**src/rtl/core/spq_pkg.sv**
```systemverilog
// shared types and codes for the sorted priority queue
package spq_pkg;

	typedef enum logic [1:0] {
		FUNC_ENQ  = 2'd0,
		FUNC_DEQ  = 2'd1,
		FUNC_PEEK = 2'd2
	} func_t;

	typedef enum logic [1:0] {
		ST_OK    = 2'd0,
		ST_EMPTY = 2'd1,
		ST_FULL  = 2'd2
	} status_t;

	localparam int VALUE_W = 32;
	localparam int RANK_W  = 16;
	localparam int FILL_W  = 5;

	typedef struct packed {
		logic [VALUE_W-1:0] value;
		logic [RANK_W-1:0]  rank;
	} entry_t;

	typedef struct packed {
		logic ins;
		logic del;
	} cell_ctrl_t;

endpackage

```
**src/rtl/core/spq_cell.sv**
```systemverilog
// one slot of the sorted chain: keep, take the new entry or shift from a neighbor
module spq_cell (
	input  logic               clk,
	input  spq_pkg::cell_ctrl_t ctrl,
	input  logic               occupied,
	input  logic               left_le,
	input  spq_pkg::entry_t    left_entry,
	input  spq_pkg::entry_t    right_entry,
	input  spq_pkg::entry_t    new_entry,
	output spq_pkg::entry_t    entry,
	output logic               le
);

	spq_pkg::entry_t entry_q;

	assign entry = entry_q;
	assign le    = occupied && (entry_q.rank <= new_entry.rank);

	always_ff @(posedge clk) begin
		if (ctrl.ins) begin
			if (!le) begin
				entry_q <= left_le ? new_entry : left_entry;
			end
		end else if (ctrl.del) begin
			entry_q <= right_entry;
		end
	end

endmodule

```
**src/rtl/core/sorted_priority_queue_core.sv**
```systemverilog
// top level of the sorted priority queue built from a chain of slot cells
//
// input stream: one beat carries one operation, s_tuser selects it
// (enqueue, dequeue, peek; code 3 does nothing), s_tdata carries the
// data word and its priority for an enqueue.
// output stream: one result beat per input beat, m_tuser gives the status
// (ok, empty, full and dropped), m_tdata the front word and priority for a
// dequeue or peek (zero otherwise) and the fill count after the operation.
// entries leave in ascending priority number; equal priorities leave in
// arrival order.
// the result is registered: it is on m_tvalid in the cycle after the input beat is taken.
// throughput: one beat per cycle unless the receiver stalls; every slot cell
// compares and shifts in the same cycle, so an insert or a removal is done at once.
// the result register lets a new beat in while a result waits, as long as
// that result is taken in the same cycle; a stalled receiver holds
// s_tready low.
// reset empties the queue and drops any pending result; slot contents
// are not cleared.
module sorted_priority_queue_core #(
	parameter int DEPTH = 16
) (
	input  logic        clk,
	input  logic        arst_n,
	input  logic        s_tvalid,
	output logic        s_tready,
	input  logic [47:0] s_tdata,  // in_value[31:0], in_rank[47:32]
	input  logic [1:0]  s_tuser,  // func[1:0]
	output logic        m_tvalid,
	input  logic        m_tready,
	output logic [55:0] m_tdata,  // out_value[31:0], out_rank[47:32], fill[52:48], zero
	output logic [1:0]  m_tuser   // status[1:0]
);

	localparam int CW   = $clog2(DEPTH + 1);
	localparam int CNTW = (CW > spq_pkg::FILL_W) ? CW : spq_pkg::FILL_W;

	logic [CNTW-1:0]     count_q;
	logic [CNTW-1:0]     count_nxt;
	logic                out_valid_q;
	spq_pkg::status_t    status_q;
	spq_pkg::entry_t     front_q;
	logic [CNTW-1:0]     fill_q;

	spq_pkg::entry_t     new_entry;
	spq_pkg::entry_t     cell_entry [DEPTH];
	logic                cell_le    [DEPTH];
	spq_pkg::cell_ctrl_t ctrl;
	spq_pkg::status_t    status_nxt;
	spq_pkg::entry_t     front_nxt;
	logic                accept;
	logic                full;
	logic                empty;

	assign new_entry.value = s_tdata[31:0];
	assign new_entry.rank  = s_tdata[47:32];

	assign s_tready = !out_valid_q || m_tready;
	assign accept   = s_tvalid && s_tready;
	assign full     = (count_q >= CNTW'(DEPTH));
	assign empty    = (count_q == '0);

	always_comb begin
		ctrl       = '0;
		status_nxt = spq_pkg::ST_OK;
		front_nxt  = '0;
		count_nxt  = count_q;
		case (spq_pkg::func_t'(s_tuser))
			spq_pkg::FUNC_ENQ: begin
				if (full) begin
					status_nxt = spq_pkg::ST_FULL;
				end else begin
					ctrl.ins  = accept;
					count_nxt = count_q + CNTW'(1);
				end
			end
			spq_pkg::FUNC_DEQ: begin
				if (empty) begin
					status_nxt = spq_pkg::ST_EMPTY;
				end else begin
					ctrl.del  = accept;
					front_nxt = cell_entry[0];
					count_nxt = count_q - CNTW'(1);
				end
			end
			spq_pkg::FUNC_PEEK: begin
				if (empty) begin
					status_nxt = spq_pkg::ST_EMPTY;
				end else begin
					front_nxt = cell_entry[0];
				end
			end
			default: begin
				status_nxt = spq_pkg::ST_OK;
			end
		endcase
	end

	for (genvar i = 0; i < DEPTH; i++) begin : g_cell
		spq_cell u_cell (
			.clk         (clk),
			.ctrl        (ctrl),
			.occupied    (count_q > CNTW'(i)),
			.left_le     ((i == 0) ? 1'b1 : cell_le[(i == 0) ? 0 : i - 1]),
			.left_entry  ((i == 0) ? new_entry : cell_entry[(i == 0) ? 0 : i - 1]),
			.right_entry ((i == DEPTH - 1) ? new_entry
			              : cell_entry[(i == DEPTH - 1) ? i : i + 1]),
			.new_entry   (new_entry),
			.entry       (cell_entry[i]),
			.le          (cell_le[i])
		);
	end

	always_ff @(posedge clk or negedge arst_n) begin
		if (!arst_n) begin
			count_q     <= '0;
			out_valid_q <= 1'b0;
		end else begin
			if (accept) begin
				count_q     <= count_nxt;
				out_valid_q <= 1'b1;
			end else if (m_tready) begin
				out_valid_q <= 1'b0;
			end
		end
	end

	always_ff @(posedge clk) begin
		if (accept) begin
			status_q <= status_nxt;
			front_q  <= front_nxt;
			fill_q   <= count_nxt;
		end
	end

	assign m_tvalid = out_valid_q;
	assign m_tuser  = status_q;
	assign m_tdata  = {3'b000, fill_q[spq_pkg::FILL_W-1:0], front_q.rank, front_q.value};

endmodule

```
**config.mk**
```make
export PLATFORM = sky130hd
export DESIGN_NAME = sorted_priority_queue_core
export DESIGN_NICKNAME = d
export VERILOG_FILES = /design/src/rtl/core/spq_pkg.sv /design/src/rtl/core/spq_cell.sv /design/src/rtl/core/sorted_priority_queue_core.sv
export SDC_FILE = /design/constraint.sdc
export NUM_CORES = 2
export LEC_CHECK = 0
export ABC_AREA = 0
export BUFFER_PORTS_ARGS = -buffer_cell sky130_fd_sc_hd__clkbuf_2
export CORE_UTILIZATION = 45
export DETAILED_ROUTE_END_ITERATION = 8
export PLACE_DENSITY = 0.72
export SYNTH_ARGS = -nofsm -noshare
export SYNTH_HDL_FRONTEND = slang
export SYNTH_HIERARCHICAL = 1
export SYNTH_SLANG_ARGS = --single-unit
```
**constraint.sdc**
```tcl
create_clock -name clk -period 8.3 [get_ports clk]
set_input_delay 0 -clock clk [delete_from_list [all_inputs] [get_ports clk]]
set_output_delay 0 -clock clk [all_outputs]
set_load 0.03 [all_outputs]
```
==> flow_summary.ini <==
[routing]
dr.pass1.iters = 5
ant_nets = 0
vias = 33000
drcViolationCount = 0
first_iter_violations = 2858
wirelength_mm = 110
viasPerCell = 5.53
wl_per_cell_um = 18.5

[clock_tree]
htreeDepth = 3
ctsResizeCount = 0
clk_pin_slew_worst_paths_ps = 60
root_buffer = clkbuf_16
numCtsBuffers = 86
insertion_delay_ps = 650
cts_buffer_depth = 3
cts_num_sinks = 829
cts_tree = done
postCtsSetupRepairBufs = 0
cts_hold_buf = 13

[sta]
fin_worst_skew_ps = 14.3
fmax_mhz = 237
setup_violations = 0
slew_violations = 0
hold_viol = 0
fin_ws_ps = 4080
fin_crit_ps = 4220
tightest_slew_ps = 1300
rsz0062_at_grt = no
period_share = 0.508
setup_tns_ps = 0
max_slew_margin = 0.130

[worst_setup_path]
critPathCaptureType = flip-flop
cp-start-kind = flip-flop
worst-endpoint-required_ps = 8650
path_class = reg -> reg
cp.arrival_ps = 4560
cp_max_fo = 29

[outcome]
status = complete, no violations

[floorplanning]
die_width_um = 333
pin_count = 114
start_util = 0.454
die_height_um = 333
core_region_area_mm2 = 0.109
dieArea_mm2 = 0.111
core.rowCount = 121

[placement]
dp_hpwl_mm = 75.9
post-place-ws_ps = 4170
gp_congestion = 0.826
portBuffers = 110

[power]
max-vdd-ir-drop_mv = 0.207
power_density_mw_per_mm2 = 240
leakage_nw = 21.0

[global_route]
grt_usage = 0.194
grt_pass1_wl_mm = 176
grt_max_degree = 278
antenna_found_initial = 7
grt_pass1_vias = 31700
grt-ovfl-total = 0

[final_layout]
area_growth_pct = 7.79
drive_gt1_frac = 0.0911
fin_nets = 4804

[job]
max-cap-violations = 0

[logic_synthesis]
syn_avg_cell_area_um2 = 10.9
yosysWarnings = 6
synthCells = 4511
synth_area_mm2 = 0.0493

[min_path]
hp-class = in -> reg
==> metrics by stage <==
step                utilization  hold slack (ps)  instance area, µm²  cells  power, mW
finish                    0.489             33.0               53200   5971       12.7
global placement          0.463             -143               50300   5799       8.89
floorplan                     -             -296               49300   4513       8.22
detailed placement        0.463             -147               50300   5799       8.99
CTS                       0.489            0.465               53200   5970       12.8
global route              0.489             51.9               53200   5971       13.3
==> cell usage in the layout, fill, tap and decap left out, types with 17 or more instances in the layout <==
| cell | n |
|---|---|
| a21o_1 | 17 |
| and3_1 | 49 |
| clkbuf_1 | 20 |
| clkbuf_2 | 110 |
| clkbuf_16 | 88 |
| a211oi_1 | 17 |
| a21oi_1 | 869 |
| ha_1 | 264 |
| nor2_1 | 793 |
| nand2_1 | 58 |
| edfxtp_1 | 823 |
| clkinv_2 | 18 |
| nand3_1 | 18 |
| inv_1 | 265 |
| nand4_2 | 21 |
| mux2i_1 | 770 |
| nand4_1 | 27 |
| buf_4 | 49 |
| clkinv_1 | 17 |
| o21a_1 | 17 |
==> report_power, final <==
part | leakage (nW) | internal, mW | switching (mW) | total, mW
Clock | 1.34 | 2.16 | 1.65 | 3.81
Sequential | 7.71 | 5.13 | 0.241 | 5.38
Combinational | 12.0 | 1.42 | 2.12 | 3.54
Total | 21.0 | 8.72 | 4.02 | 12.7
==> per-layer routing <==
layer	share of wire	track usage
met1	0.49	0.287
met2	0.44	0.298
met3	0.056	0.0280
met4	0.021	0.0508
met5	0.00065	0
==> path summary, 6_finish.rpt <==
kind                            slack [ps]                               endpoint                             startpoint  depth (start not counted)
worst max-delay path                  4080  g_cell[12].u_cell/entry[14]$_DFFE_PP_                 count_q[2]$_DFFE_PN0N_                          7
worst min-delay path                    30   g_cell[15].u_cell/entry[9]$_DFFE_PP_                            s_tdata[41]                          4
worst max register to register        4080  g_cell[12].u_cell/entry[14]$_DFFE_PP_                 count_q[2]$_DFFE_PN0N_                          7
worst min register to register         560  g_cell[14].u_cell/entry[36]$_DFFE_PP_  g_cell[15].u_cell/entry[36]$_DFFE_PP_                          2
max in group asynchronous             7650                   m_tvalid$_DFFE_PN0P_                                 arst_n                          3
min in group asynchronous              380                 count_q[1]$_DFFE_PN0N_                                 arst_n                          3
==> critical path: stages, from the launching register on <==
cell,delay (ps)
dfrtp_1,660
a21oi_1,80
o21ai_0,650
a21boi_0,720
nor2b_4,840
buf_4,570
mux2i_1,260
a21oi_1,90
==> final cells by class <==
class | instances | area [µm²]
inverters | 266 | 998
clock buffers | 110 | 2300
repair buffers | 175 | 1110
well taps | 1414 | 1770
multi-input cells | 3128 | 21700
fillers | 9640 | 55500
flip-flops and latches | 829 | 24900
diodes | 1 | 2.50
clock inverters | 48 | 440
==> state kept, by name, summed over array words and instances, names as in the netlist <==
signal / flops
count_q: 5
m_tdata: 48
g_cell.u_cell/entry: 768
m_tvalid: 1
fill_q: 5
m_tuser: 2
Power figures use the tool's default switching activity.
